`src/sv/stit_pkg.sv`:
```
`default_nettype none

package stit_pkg;

    // Table geometry.
    localparam int TABLE_DEPTH = 8;
    localparam int ADDR_W      = (TABLE_DEPTH > 1) ? $clog2(TABLE_DEPTH) : 1;
    localparam int CNT_W       = $clog2(TABLE_DEPTH + 1);

    // Entry layout in the slot memory: key in the low bits, tag above it.
    localparam int KEY_W   = 8;
    localparam int TAG_W   = 24;
    localparam int ENTRY_W = KEY_W + TAG_W;
    localparam int RIDX_W  = 3;

    // Stream widths.
    localparam int S_TDATA_W = 40;
    localparam int M_TDATA_W = 48;

    // Request kinds carried on s_tuser.
    localparam logic REQ_INSERT = 1'b0;
    localparam logic REQ_READ   = 1'b1;

    // Sequencer states.
    localparam int ST_W = 4;
    localparam logic [ST_W-1:0] ST_IDLE      = 4'd0;
    localparam logic [ST_W-1:0] ST_SCAN_RD   = 4'd1;
    localparam logic [ST_W-1:0] ST_SCAN_CMP  = 4'd2;
    localparam logic [ST_W-1:0] ST_DECIDE    = 4'd3;
    localparam logic [ST_W-1:0] ST_SHIFT_RD  = 4'd4;
    localparam logic [ST_W-1:0] ST_SHIFT_WR  = 4'd5;
    localparam logic [ST_W-1:0] ST_PLACE     = 4'd6;
    localparam logic [ST_W-1:0] ST_READ_WAIT = 4'd7;
    localparam logic [ST_W-1:0] ST_FINISH    = 4'd8;

endpackage

`default_nettype wire

```
`src/sv/stit_ram.sv`:
```
`default_nettype none

module stit_ram #(
    parameter int WIDTH = 32,
    parameter int DEPTH = 8
) (
    input  wire logic                                      aclk,
    input  wire logic                                      wr_en,
    input  wire logic [((DEPTH > 1) ? $clog2(DEPTH) : 1)-1:0] wr_addr,
    input  wire logic [WIDTH-1:0]                          wr_data,
    input  wire logic                                      rd_en,
    input  wire logic [((DEPTH > 1) ? $clog2(DEPTH) : 1)-1:0] rd_addr,
    output logic      [WIDTH-1:0]                          rd_data
);

    logic [WIDTH-1:0] mem [DEPTH];

    always_ff @(posedge aclk) begin
        if (wr_en) begin
            mem[wr_addr] <= wr_data;
        end
        if (rd_en) begin
            rd_data <= mem[rd_addr];
        end
    end

endmodule

`default_nettype wire

```
`src/sv/sorted_top_n_insert_table_core.sv`:
```
`default_nettype none

// Sorted top-N table: up to TABLE_DEPTH entries kept in ascending key order.
// Input channel (s_): s_tuser selects the request, 0 insert and 1 read;
// s_tdata carries the key, the tag and the read index. An insert lands after
// every stored entry with an equal or smaller key, pushes later entries down
// one slot and drops the last one when the table is full; an entry that ranks
// past a full table is not stored. A read returns the entry at the index.
// Result channel (m_): exactly one result per request, held in an output
// register until m_tready takes it.
// Structure: one shared key comparator and a slot memory with one write port
// and one registered read port work under a small sequencer. A read latches
// the slot in READ_WAIT and reports in FINISH, or goes to FINISH at once when
// the index is past the entry count. An insert runs SCAN_RD/SCAN_CMP per
// slot compared, DECIDE, SHIFT_RD/SHIFT_WR per slot shifted, PLACE and FINISH.
// s_tready is high only while the sequencer is idle. A stalled result holds
// the sequencer in its final step until the output register frees up.
// After aresetn the table is empty; slots are not cleared, since only slots
// below the entry count are ever read.
module sorted_top_n_insert_table_core (
    input  wire logic                             aclk,
    input  wire logic                             aresetn,
    input  wire logic                             s_tvalid,
    output logic                                  s_tready,
    // [7:0] key_time, [31:8] entry_tag, [34:32] read_index, [39:35] zero
    input  wire logic [stit_pkg::S_TDATA_W-1:0]   s_tdata,
    // [0] req_type
    input  wire logic                             s_tuser,
    output logic                                  m_tvalid,
    input  wire logic                             m_tready,
    // [0] placed, [3:1] place_index, [7:4] entry_count, [8] read_valid,
    // [16:9] read_key, [40:17] read_tag, [47:41] zero
    output logic      [stit_pkg::M_TDATA_W-1:0]   m_tdata
);

    import stit_pkg::*;

    logic [ST_W-1:0]      state_reg, state_next;
    logic [CNT_W-1:0]     count_reg, count_next;
    logic [CNT_W-1:0]     idx_reg, idx_next;
    logic [CNT_W-1:0]     pos_reg, pos_next;
    logic [KEY_W-1:0]     key_reg, key_next;
    logic [TAG_W-1:0]     tag_reg, tag_next;
    logic                 placed_reg, placed_next;
    logic                 rvalid_reg, rvalid_next;
    logic [KEY_W-1:0]     rkey_reg, rkey_next;
    logic [TAG_W-1:0]     rtag_reg, rtag_next;
    logic                 m_tvalid_reg, m_tvalid_next;
    logic [M_TDATA_W-1:0] m_tdata_reg, m_tdata_next;

    logic                 ram_wr_en;
    logic [ADDR_W-1:0]    ram_wr_addr;
    logic [ENTRY_W-1:0]   ram_wr_data;
    logic                 ram_rd_en;
    logic [ADDR_W-1:0]    ram_rd_addr;
    logic [ENTRY_W-1:0]   ram_rd_data;

    logic [7:0]           in_ridx_wide;
    logic [7:0]           count_wide;
    logic [7:0]           pos_wide;
    logic [CNT_W-1:0]     idx_inc;
    logic [CNT_W-1:0]     idx_dec;
    logic [CNT_W-1:0]     last_slot;

    stit_ram #(
        .WIDTH (ENTRY_W),
        .DEPTH (TABLE_DEPTH)
    ) u_slots (
        .aclk    (aclk),
        .wr_en   (ram_wr_en),
        .wr_addr (ram_wr_addr),
        .wr_data (ram_wr_data),
        .rd_en   (ram_rd_en),
        .rd_addr (ram_rd_addr),
        .rd_data (ram_rd_data)
    );

    assign in_ridx_wide = 8'(s_tdata[34:32]);
    assign count_wide   = 8'(count_reg);
    assign pos_wide     = 8'(pos_reg);
    assign idx_inc      = CNT_W'(idx_reg + 1'b1);
    assign idx_dec      = CNT_W'(idx_reg - 1'b1);
    // A full table shifts from its last slot; otherwise the first free slot.
    assign last_slot    = (count_reg < CNT_W'(TABLE_DEPTH)) ? count_reg
                                                            : CNT_W'(TABLE_DEPTH - 1);

    assign s_tready = (state_reg == ST_IDLE);
    assign m_tvalid = m_tvalid_reg;
    assign m_tdata  = m_tdata_reg;

    always_comb begin
        state_next    = state_reg;
        count_next    = count_reg;
        idx_next      = idx_reg;
        pos_next      = pos_reg;
        key_next      = key_reg;
        tag_next      = tag_reg;
        placed_next   = placed_reg;
        rvalid_next   = rvalid_reg;
        rkey_next     = rkey_reg;
        rtag_next     = rtag_reg;
        m_tdata_next  = m_tdata_reg;
        m_tvalid_next = m_tvalid_reg && !m_tready;
        ram_wr_en     = 1'b0;
        ram_wr_addr   = idx_reg[ADDR_W-1:0];
        ram_wr_data   = ram_rd_data;
        ram_rd_en     = 1'b0;
        ram_rd_addr   = idx_reg[ADDR_W-1:0];

        case (state_reg)
            ST_IDLE: begin
                if (s_tvalid) begin
                    key_next    = s_tdata[7:0];
                    tag_next    = s_tdata[31:8];
                    placed_next = 1'b0;
                    pos_next    = '0;
                    idx_next    = '0;
                    rvalid_next = 1'b0;
                    rkey_next   = '0;
                    rtag_next   = '0;
                    if (s_tuser == REQ_READ) begin
                        if (in_ridx_wide < count_wide) begin
                            ram_rd_en   = 1'b1;
                            ram_rd_addr = in_ridx_wide[ADDR_W-1:0];
                            state_next  = ST_READ_WAIT;
                        end else begin
                            state_next = ST_FINISH;
                        end
                    end else if (count_reg == '0) begin
                        state_next = ST_DECIDE;
                    end else begin
                        state_next = ST_SCAN_RD;
                    end
                end
            end
            ST_SCAN_RD: begin
                ram_rd_en   = 1'b1;
                ram_rd_addr = idx_reg[ADDR_W-1:0];
                state_next  = ST_SCAN_CMP;
            end
            ST_SCAN_CMP: begin
                // Stop at the first stored key strictly larger than the new one.
                if (key_reg < ram_rd_data[KEY_W-1:0]) begin
                    pos_next   = idx_reg;
                    state_next = ST_DECIDE;
                end else if (idx_inc == count_reg) begin
                    pos_next   = count_reg;
                    state_next = ST_DECIDE;
                end else begin
                    idx_next   = idx_inc;
                    state_next = ST_SCAN_RD;
                end
            end
            ST_DECIDE: begin
                if (pos_reg == CNT_W'(TABLE_DEPTH)) begin
                    // Ranks past a full table: dropped, table unchanged.
                    pos_next   = '0;
                    state_next = ST_FINISH;
                end else begin
                    idx_next   = last_slot;
                    state_next = (last_slot > pos_reg) ? ST_SHIFT_RD : ST_PLACE;
                end
            end
            ST_SHIFT_RD: begin
                ram_rd_en   = 1'b1;
                ram_rd_addr = idx_dec[ADDR_W-1:0];
                state_next  = ST_SHIFT_WR;
            end
            ST_SHIFT_WR: begin
                ram_wr_en   = 1'b1;
                ram_wr_addr = idx_reg[ADDR_W-1:0];
                ram_wr_data = ram_rd_data;
                idx_next    = idx_dec;
                state_next  = (idx_dec > pos_reg) ? ST_SHIFT_RD : ST_PLACE;
            end
            ST_PLACE: begin
                ram_wr_en   = 1'b1;
                ram_wr_addr = pos_reg[ADDR_W-1:0];
                ram_wr_data = {tag_reg, key_reg};
                placed_next = 1'b1;
                if (count_reg < CNT_W'(TABLE_DEPTH)) begin
                    count_next = CNT_W'(count_reg + 1'b1);
                end
                state_next = ST_FINISH;
            end
            ST_READ_WAIT: begin
                rvalid_next = 1'b1;
                rkey_next   = ram_rd_data[KEY_W-1:0];
                rtag_next   = ram_rd_data[ENTRY_W-1:KEY_W];
                state_next  = ST_FINISH;
            end
            ST_FINISH: begin
                if (!m_tvalid_reg || m_tready) begin
                    m_tdata_next  = {7'd0, rtag_reg, rkey_reg, rvalid_reg,
                                     count_wide[3:0], pos_wide[2:0], placed_reg};
                    m_tvalid_next = 1'b1;
                    state_next    = ST_IDLE;
                end
            end
            default: begin
                state_next = ST_IDLE;
            end
        endcase
    end

    always_ff @(posedge aclk) begin
        if (!aresetn) begin
            state_reg    <= ST_IDLE;
            count_reg    <= '0;
            m_tvalid_reg <= 1'b0;
        end else begin
            state_reg    <= state_next;
            count_reg    <= count_next;
            m_tvalid_reg <= m_tvalid_next;
        end
    end

    always_ff @(posedge aclk) begin
        idx_reg     <= idx_next;
        pos_reg     <= pos_next;
        key_reg     <= key_next;
        tag_reg     <= tag_next;
        placed_reg  <= placed_next;
        rvalid_reg  <= rvalid_next;
        rkey_reg    <= rkey_next;
        rtag_reg    <= rtag_next;
        m_tdata_reg <= m_tdata_next;
    end

`ifndef SYNTHESIS
    a_count_bound: assert property (@(posedge aclk) disable iff (!aresetn)
        count_reg <= CNT_W'(TABLE_DEPTH))
        else $error("entry count above table depth");

    a_count_only_on_place: assert property (@(posedge aclk) disable iff (!aresetn)
        (state_reg != ST_PLACE) |=> $stable(count_reg))
        else $error("entry count changed outside the place step");

    a_scan_in_range: assert property (@(posedge aclk) disable iff (!aresetn)
        (state_reg == ST_SCAN_RD) |-> (idx_reg < count_reg))
        else $error("scan index beyond valid entries");

    a_shift_above_pos: assert property (@(posedge aclk) disable iff (!aresetn)
        (state_reg == ST_SHIFT_WR) |-> (idx_reg > pos_reg))
        else $error("shift write at or above the insertion slot");

    a_placed_nonempty: assert property (@(posedge aclk) disable iff (!aresetn)
        (m_tvalid_reg && m_tdata_reg[0]) |-> (m_tdata_reg[7:4] != 4'd0 || CNT_W > 4))
        else $error("placed entry reported with an empty table");
`endif

endmodule

`default_nettype wire
```
`config.mk`:
```
export PLATFORM = sky130hd
export DESIGN_NAME = sorted_top_n_insert_table_core
export DESIGN_NICKNAME = d
export VERILOG_FILES = /design/src/sv/stit_pkg.sv /design/src/sv/stit_ram.sv /design/src/sv/sorted_top_n_insert_table_core.sv
export SDC_FILE = /design/constraint.sdc
export NUM_CORES = 1
export LEC_CHECK = 0
export ABC_CLOCK_PERIOD_IN_PS = 7800
export BUFFER_PORTS_ARGS = -buffer_cell sky130_fd_sc_hd__buf_2
export CAP_MARGIN = 0
export CELL_PAD_IN_SITES_DETAIL_PLACEMENT = 1
export CELL_PAD_IN_SITES_GLOBAL_PLACEMENT = 2
export CORE_ASPECT_RATIO = 0.9
export CORE_MARGIN = 8
export CORE_UTILIZATION = 42
export DETAILED_ROUTE_END_ITERATION = 8
export PLACE_DENSITY_LB_ADDON = 0.1
export SKIP_CTS_REPAIR_TIMING = 1
export SLEW_MARGIN = 20
export SYNTH_ARGS = -nofsm -noshare
export SYNTH_HDL_FRONTEND = slang
export SYNTH_SLANG_ARGS = --single-unit
```
`constraint.sdc`:
```
create_clock -name aclk -period 7.8 [get_ports aclk]
set_input_delay 1.95 -clock aclk [delete_from_list [all_inputs] [get_ports aclk]]
set_output_delay 1.95 -clock aclk [all_outputs]
set_load 0.02 [all_outputs]
```
Word level (Yosys, flattened, before mapping)
Memories as Yosys holds them, arrays and structs flattened. A register that Yosys moved wholly into a read port is not among the register bits.
Cells that the tools add are included.
W data, S select, Z words.
{"block": "op_classes", "n_mux": 43, "magnitude_cmp": 5, "n_eq_ne": 17, "add_sub_neg": 3, "n_reduce_logical": 21}
{"cell": "$mux W4", "n": 13}
{"cell": "$pmux W24 S2", "n": 1}
{"cell": "$mux W32", "n": 1}
{"cell": "$pmux W4 S8", "n": 1}
{"cell": "$mux W24", "n": 1}
{"cell": "$eq A4 B3 Y1 const B", "n": 4}
{"cell": "$pmux W4 S4", "n": 1}
{"cell": "$pmux W8 S2", "n": 1}
{"cell": "$mux W3", "n": 4}
{"cell": "$ne A2 B2 Y1 const B", "n": 6}
{"cell": "$pmux W4 S3", "n": 1}
{"cell": "$reduce_and A2 Y1", "n": 6}
{"cell": "$mux W2", "n": 5}
{"cell": "$mux W1", "n": 9}
{"cell": "$add A4 B1 Y4 const B", "n": 2}
{"cell": "$eq A4 B2 Y1 const B", "n": 2}
{"cell": "$eq A4 B4 Y1 const B", "n": 2}
{"cell": "$gt A4 B4 Y1", "n": 2}
{"cell": "$logic_not A4 Y1", "n": 2}
{"cell": "$lt A8 B8 Y1", "n": 1}
{"cell": "$mux W8", "n": 1}
{"cell": "$pmux W1 S2", "n": 3}
{"cell": "$pmux W3 S2", "n": 1}
{"cell": "$reduce_or A2 Y1", "n": 3}
{"cell": "14 further kinds", "n": 16}
{"block": "totals", "inputBits": 45, "ram_bits": 256, "regBits": 124, "mem_count": 1, "out_inout_bits": 50}
{"memory": "u_slots.mem", "words": 8, "width": 32, "rd": 1, "rd_ports_with_merged_regs": 1, "wr": 1, "line_no": "stit_ram.sv:16", "text": "logic [WIDTH-1:0] mem [DEPTH];"}

Logic depth before layout (Yosys ltp)
Gate-level depths: netlist (run 1).
{"block": "depth", "ltp_word": 6, "depth_mapped": 12}

Hierarchy
From an unflattened synthesis (run 1), not the netlist that was laid out.
{"block": "unflattened", "hier_cells": 839, "hier_area_um2": 16438.3}
{"mod": "stit_ram", "cells_each": 415, "area_each_um2": 10786.6, "n_inst": 1}
{"mod": "sorted_top_n_insert_table_core", "cells_each": 424, "area_each_um2": 5651.7, "n_inst": 1}

Worst setup path before layout (run 1)
No wires, ideal clock.
{"block": "synth_timing", "path_type": "input port to flip-flop", "start": "input port s_tdata[33] in the netlist's numbering", "end": "register u_slots.rd_data[0] (read register of u_slots.mem), enable pin", "setup_time_ps": 595, "slack_ps": -636, "t_required_ps": 7205, "t_arrival_ps": 7841, "stages": 5, "path_cell_list": "ha_1 -> nor3b_2 -> a21boi_1 -> o21ai_0 -> a2111oi_0"}
{"block": "synth_between", "elab_chain_cells": 5, "word_cells_on_any_way": 9, "classes_between": "1 x order compare; 8 x mux"}
{"element": "start: declaration", "line_no": "sorted_top_n_insert_table_core.sv:26", "text": "input wire logic [stit_pkg::S_TDATA_W-1:0] s_tdata,"}
{"element": "$lt A3 B4 Y1", "line_no": "sorted_top_n_insert_table_core.sv:122", "text": "if (in_ridx_wide < count_wide) begin"}
{"element": "$mux W1", "line_no": "sorted_top_n_insert_table_core.sv:122"}
{"element": "$mux W1", "line_no": "sorted_top_n_insert_table_core.sv:121", "text": "if (s_tuser == REQ_READ) begin"}
{"element": "$mux W1", "line_no": "sorted_top_n_insert_table_core.sv:112", "text": "if (s_tvalid) begin"}
{"element": "$pmux W1 S2", "line_no": "sorted_top_n_insert_table_core.sv:110", "text": "case (state_reg)"}
{"element": "net ram_rd_en", "line_no": "sorted_top_n_insert_table_core.sv:54", "text": "logic ram_rd_en;"}
{"element": "end: declaration", "line_no": "stit_ram.sv:13", "text": "output logic [WIDTH-1:0] rd_data"}
The timed path passes the listed nets, and every way through them passes these cells.
A chain may end at the register's enable or synchronous reset.

Worst setup path after layout (run 1)
{"block": "layout_timing", "start": "input port s_tdata[34] in the netlist's numbering", "end": "register u_slots.rd_data[11] (read register of u_slots.mem), data pin"}
{"block": "layout_between", "elab_chain_cells": 5, "word_cells_on_any_way": 9, "classes_between": "1 x order compare; 8 x mux"}
{"element": "$lt A3 B4 Y1", "line_no": "sorted_top_n_insert_table_core.sv:122"}
{"element": "$mux W3 or $mux W1 (tied branches)", "line_no": "sorted_top_n_insert_table_core.sv:122"}
{"element": "$mux W3 or $mux W1 (tied branches)", "line_no": "sorted_top_n_insert_table_core.sv:121"}
{"element": "$mux W3 or $mux W1 (tied branches)", "line_no": "sorted_top_n_insert_table_core.sv:112"}
{"element": "$pmux W3 S2 or $pmux W1 S2 (tied branches)", "line_no": "sorted_top_n_insert_table_core.sv:110"}
Several ways; a longest one is shown, not always the timed one.

==> results of run 1 <==
[kinds of logic after synthesis]
group	synth area share (%)
adders and majority gates	1.53
and+or+nand+nor	6.22
DFF	74.9
AOI/OAI and AO/OA	3.39
buffers and inverters	2.54
muxes	10.9
xor gates and xnor gates	0.534
other	0.0229
[through the flow]
| stage | cell area (um^2) | instances | hold slack (ns) |
|---|---|---|---|
| detailed placement | 17400 | 1501 | 0.405 |
| finish | 18800 | 1580 | 0.412 |
| floorplan | 16400 | 926 | 0.400 |
| global placement | 17400 | 1501 | 0.400 |
| global route | 18800 | 1580 | 0.421 |
| CTS | 18800 | 1580 | 0.415 |
[routing by layer]
| layer | vias to the layer above | GRT usage, % |
|---|---|---|
| met2 | 136 | 25.9 |
| met5 | - | 0 |
| met4 | 0 | 4.90 |
| met1 | 4362 | 22.7 |
| met3 | 45 | 2.94 |
| li1 | 3764 | - |
[layout make-up]
| type | instances | area (um^2) |
|---|---|---|
| sequential | 412 | 12300 |
| fill | 3661 | 19700 |
| clock inverter | 27 | 263 |
| multi-input combinational | 437 | 3800 |
| tap | 525 | 657 |
| clock buffer | 52 | 1130 |
| timing repair buffer | 100 | 546 |
| inverter | 27 | 101 |
[power groups by stage]
stage	registers [mW]	logic, mW	clock network [mW]
global placement	3.24	2.15	0
detailed placement	3.24	2.19	0
finish	3.20	2.15	2.04
CTS	3.20	2.20	2.10
floorplan	3.19	1.69	0
global route	3.23	2.37	2.16
[final timing paths]
path / from / end / slack, ns / cells past startpoint
worst max-delay path: s_tdata[34] / u_slots.rd_data[11] / 3.03 / 9
worst min-delay path: rkey_reg[5] / m_tdata[14] / 0.41 / 0
worst max register to register: state_reg[0] / u_slots.mem[1][10] / 3.71 / 8
worst min register to register: rkey_reg[5] / m_tdata[14] / 0.41 / 0
[cell usage in the layout, fill, tap and decap left out, types with 9 or more instances in the layout]
cell,n
sky130_fd_sc_hd__a21oi_1,15
sky130_fd_sc_hd__clkinv_1,11
sky130_fd_sc_hd__buf_4,18
sky130_fd_sc_hd__mux2i_1,12
sky130_fd_sc_hd__inv_1,24
sky130_fd_sc_hd__o21ai_0,15
sky130_fd_sc_hd__edfxtp_1,403
sky130_fd_sc_hd__nor2_1,27
sky130_fd_sc_hd__nor3_1,15
sky130_fd_sc_hd__mux2_2,29
sky130_fd_sc_hd__ha_1,20
sky130_fd_sc_hd__clkbuf_16,44
sky130_fd_sc_hd__mux4_2,51
sky130_fd_sc_hd__dfxtp_1,9
sky130_fd_sc_hd__and2_1,30
sky130_fd_sc_hd__nand2_1,102
sky130_fd_sc_hd__clkinv_2,9
sky130_fd_sc_hd__buf_2,82
[worst max-delay path, cell delays in order]
cell and delay, ns:
sky130_fd_sc_hd__buf_2 0.12, sky130_fd_sc_hd__ha_1 0.23, sky130_fd_sc_hd__nor3b_2 0.18, sky130_fd_sc_hd__a21boi_1 0.35, sky130_fd_sc_hd__o21ai_0 0.29, sky130_fd_sc_hd__a311oi_4 0.34, sky130_fd_sc_hd__buf_4 0.82, sky130_fd_sc_hd__mux4_2 0.43
sky130_fd_sc_hd__mux2_2 0.29
==> results.txt, run 1 <==
----------------------------------------------------
[Status]
  Outcome ... finished, final reports clean

[Power]
  Sequential fraction of design power ... 43.3%
  Combinational share of power ... 29.1%
  Leak pwr ... 6.47 nW
  IR Drop Worst-Case VDD ... 0.228 mV
  Net switching share of the total power ... 30.6%
  Power spent charging and discharging nets ... 2.26 mW
  Internal power ... 5.12 mW
  Clk network pwr share ... 27.6%
  Total chip power ... 7.39 mW
  Power density over the cells ... 393 nW/um^2

[Timing]
  Time the final worst path needs with I/O delays and setup ... 4.77 ns
  Hold violation count in the final report ... 0
  Number of pins with negative max-slew slack in the final report ... 0
  Normalized max-slew margin ... 28.7%
  Final-layout setup total negative slack ... 0 ns
  Final-report setup violation count ... 0
  Final cycle utilization of the critical path ... 61.2%
  Highest Clock Rate ... 210 MHz
  Slew at the pin with the worst max-slew slack ... 1.07 ns
  RSZ-0062 raised after global routing ... no
  Worst clock skew ... 0.0133 ns
  Worst setup slack after layout ... 3.03 ns

[Die]
  Effective utilization at floorplan ... 42.7%
  Die Y-Extent ... 204 um
  Die Area ... 45700 um^2
  X dimension of the die ... 224 um
  Core outline area ... 38500 um^2
  Top Ports ... 95
  Standard-cell row count ... 68

[Setup path]
  Worst Setup Start Kind ... primary input
  Arrival time at the worst endpoint ... 5.09 ns
  Maximum fanout along the worst path ... 68
  Required arrival time at the worst endpoint ... 8.12 ns
  Startpoint-to-endpoint class of the critical path ... primary input to flip-flop
  Endpoint kind of the worst setup timing path ... flip-flop

[Synthesis]
  Number of enable-type register cells in the synthesized netlist ... 403
  Leading post-synthesis cells by cell area ... sky130_fd_sc_hd__edfxtp_1, sky130_fd_sc_hd__mux4_2, sky130_fd_sc_hd__nand2_1
  Share of flip-flops with an asynchronous set or reset ... 0%
  FF+latch count, synth ... 412
  Library cell occupying the most area in the post-synthesis netlist ... sky130_fd_sc_hd__edfxtp_1
  Library cell with the highest instance count after synthesis ... sky130_fd_sc_hd__edfxtp_1
  Count of cell types in the netlist ... 62
  Yosys warnings ... 0
  Sequential cell area fraction in the yosys report ... 74.9%
  Most numerous cell types in the synthesized netlist ... sky130_fd_sc_hd__edfxtp_1, sky130_fd_sc_hd__nand2_1, sky130_fd_sc_hd__mux4_2, sky130_fd_sc_hd__nor2_1, sky130_fd_sc_hd__and2_1
  Mean cell area of the mapped netlist ... 17.8 um^2
  Share of Yosys cell area claimed by the top area cell type ... 73.8%
  Syn Std Cell Area ... 16400 um^2
  Synth Instances ... 920
  Flip-flop cell with the highest count after synthesis ... sky130_fd_sc_hd__edfxtp_1

[Route]
  Number of remaining DRC errors ... 0
  Routed wire length on met3 ... 1.39 mm
  Vias ... 8307
  Met2 routed WL ... 17.1 mm
  1st-pass router iterations ... 6
  Post-DR vias/cell ... 5.26
  Highest routed metal layer ... met4
  Detail Route Antenna Nets ... 0
  Total detailed-routing wirelength ... 36.8 mm
  Routed wire per std cell ... 23.3 um
  DRC marker count from the first detailed-route iteration ... 467
  M1 wire length ... 17.7 mm

[GRT]
  Global-route wire length before repair ... 56.1 mm
  Vias in the first global route ... 8838
  Number of antenna violations at the first check in global routing ... 0
  Largest net degree at the start of global routing ... 69
  GRT Total Usage ... 16.3%
  Gr ovfl total ... 0

[CTS]
  Clock latency at the later pin of the worst-skew pair ... 0.57 ns
  Clock sinks ... 412
  Clock root buffer ... sky130_fd_sc_hd__clkbuf_16
  Clock Path Buffers ... 3
  TritonCTS clock tree ... built
  Clock-pin slew of the registers on the worst-case setup and hold paths ... 0.06 ns
  H-tree level count ... 2
  Number of buffers created by CTS ... 44

[Placement]
  Pre-CTS setup slack ... 2.46 ns
  Count of input and output buffers ... 82
  DPL Wire Length ... 20.4 mm
  Weighted congestion reported at the end of routability-driven placement ... 0.746

[Run]
  Max-cap check violation count ... 0

[Cells and area]
  Layout cells sized above 1 ... 24.9%
  Nets ... 1087
  Final core utilization ... 48.8%
  Diode insertion count for antenna repair ... 0
  Syn-to-layout area delta ... 14.4%
  Number of flip-flops under the largest register name ... 256

[Worst hold path]
  HP Class ... flip-flop to flip-flop

----------------------------------------------------
Note: power is estimated with default switching activity, not from simulation.
==> run 2: changes to the inputs <==
- ABC_CLOCK_PERIOD_IN_PS: 7800 -> 3940
- clock period: 7.8 -> 3.94 ns (I/O delays scaled with it)
==> run 2 against run 1 <==
Compared with the run above: clock power rose by 87%; global-route usage rose by 0.053 points; cell area rose by 1.5%; sequential power rose by 97%; via count fell by 0.99%; highest routed layer unchanged; clock skew rose by 0.0025 ns; register-to-register slack got worse by 3.0 ns; critical path depth rose by 1; largest cell class unchanged.
==> results.txt, run 2 (synthesis gave the netlist of run 1 again) <==
----------------------------------------------------
[CTS]
  Clock sinks ... 412
  Clock-pin slew of the registers on the worst-case setup and hold paths ... 0.06 ns
  Clock Path Buffers ... 3
  Clock root buffer ... sky130_fd_sc_hd__clkbuf_16
  Number of buffers created by CTS ... 43
  TritonCTS clock tree ... built
  Clock latency at the later pin of the worst-skew pair ... 0.56 ns
  H-tree level count ... 2

[Power]
  IR Drop Worst-Case VDD ... 0.433 mV
  Power density over the cells ... 778 nW/um^2
  Leak pwr ... 6.60 nW
  Total chip power ... 14.8 mW

[Die]
  Standard-cell row count ... 68
  Die Y-Extent ... 204 um
  Effective utilization at floorplan ... 42.7%
  X dimension of the die ... 224 um
  Die Area ... 45700 um^2
  Top Ports ... 95
  Core outline area ... 38500 um^2

[Worst hold path]
  Cells on Worst Hold Path ... 0
  HP Class ... flip-flop to flip-flop

[Setup path]
  Maximum fanout along the worst path ... 17
  Most common cell type on the critical path ... sky130_fd_sc_hd__buf_12
  Endpoint kind of the worst setup timing path ... flip-flop
  Worst Setup Start Kind ... flip-flop
  Total number of cells along the worst setup path ... 10
  Arrival time at the worst endpoint ... 3.54 ns
  Buffering stage count on the worst path with inverters included ... 3
  Required arrival time at the worst endpoint ... 4.25 ns
  Worst reg2reg path depth ... 10
  Chain of cells forming the critical path ... inv_1, ha_1, nor3b_2, a21boi_1, o21ai_0, a311oi_4, buf_12, buf_12, mux4_2, mux2_2
  Slowest stage delay, CP ... 0.54 ns
  Standard cell with the maximum stage delay on the critical path ... sky130_fd_sc_hd__dfxtp_1
  Startpoint-to-endpoint class of the critical path ... flip-flop to flip-flop
  Top cell family by delay on the critical path ... compound AO/OA/AOI/OAI gates

[GRT]
  Gr ovfl total ... 0
  GRT Total Usage ... 16.3%
  Number of antenna violations at the first check in global routing ... 0
  Vias in the first global route ... 8932
  Met1 demand-to-capacity share in global routing ... 23.0%
  Most utilized layer in the global route result ... met2
  Largest net degree at the start of global routing ... 43
  Met3 Resource Use GR ... 3.29%
  Global-route wire length before repair ... 56.1 mm
  Global routing met2 resource utilization ... 25.9%

[Status]
  Outcome ... finished, final reports clean

[Placement]
  DPL Wire Length ... 22.0 mm
  Weighted congestion reported at the end of routability-driven placement ... 0.766
  Count of input and output buffers ... 82

[Timing]
  Final-report setup violation count ... 0
  Final-layout setup total negative slack ... 0 ns
  Final cycle utilization of the critical path ... 82.1%
  Hold violation count in the final report ... 0
  RSZ-0062 raised after global routing ... no
  Worst clock skew ... 0.0158 ns
  Slew at the pin with the worst max-slew slack ... 0.941 ns
  Normalized max-slew margin ... 37.3%
  Highest Clock Rate ... 309 MHz
  Number of pins with negative max-slew slack in the final report ... 0
  Time the final worst path needs with I/O delays and setup ... 3.24 ns

[Cells and area]
  Number of flip-flops under the largest register name ... 256
  Most common cell after layout, fill and taps aside ... sky130_fd_sc_hd__edfxtp_1
  Nets ... 1106
  Commonest cells after routing, fill and taps aside ... sky130_fd_sc_hd__edfxtp_1, sky130_fd_sc_hd__nand2_1, sky130_fd_sc_hd__buf_2, sky130_fd_sc_hd__mux4_2, sky130_fd_sc_hd__clkbuf_16
  Diode insertion count for antenna repair ... 0
  Syn-to-layout area delta ... 16.1%
  Layout cells sized above 1 ... 26.0%

[Route]
  Vias ... 8225
  DRC marker count from the first detailed-route iteration ... 579
  Routed wire per std cell ... 23.1 um
  Total detailed-routing wirelength ... 36.8 mm
  Post-DR vias/cell ... 5.16
  Number of remaining DRC errors ... 0
  1st-pass router iterations ... 4
  Detail Route Antenna Nets ... 0

[Run]
  Max-cap check violation count ... 0

----------------------------------------------------
-- run 2: cell types whose count changed in the layout (fill, tap and decap cells not counted), sizes merged --
cell / previous run / this run
inv: 28 / 29
bufinv: 4 / 2
clkinvlp: 1 / 0
clkbuf: 52 / 53
clkinv: 21 / 17
buf: 100 / 120
-- run 2: where the power goes --
part           internal [mW]  switching (mW)  total, mW
clock network           2.17            1.63       3.81
registers               6.02           0.285       6.30
logic                   2.13            2.60       4.72
total                   10.3            4.52       14.8
-- run 2: final timing paths --
path / startpoint / end / slack (ns)
hold / removal: rtag_reg[19] / m_tdata[36] / 0.41
hold reg to reg: rtag_reg[19] / m_tdata[36] / 0.41
setup / recovery: count_reg[2] / u_slots.rd_data[3] / 0.70
setup reg to reg: count_reg[2] / u_slots.rd_data[3] / 0.70
-- run 2: layout make-up --
cell class,instances,area (um^2)
fillers,3631,19400
flip-flops and latches,412,12300
multi-input cells,437,3840
clock buffers,53,1130
repair buffers,120,871
well taps,525,657
clock inverters,21,161
inverters,27,101
-- run 2: stage by stage --
step                setup slack [ns]  hold slack (ns)  instance area, um^2  utilization (%)  std cells
floorplan                      0.307            0.400                16400                -        926
global route                   0.449            0.425                19100             49.5       1595
CTS                            0.672            0.412                19100             49.5       1595
detailed placement             0.207            0.406                17800             46.2       1521
global placement               0.220            0.401                17800             46.2       1521
finish                         0.703            0.413                19100             49.5       1595
-- run 2: metal layers --
| layer | vias up | wire, um |
|---|---|---|
| met5 | - | 0 |
| met4 | 0 | 594 |
| met3 | 50 | 2380 |
| met2 | 181 | 17100 |
| met1 | 4208 | 16700 |
| li1 | 3786 | - |
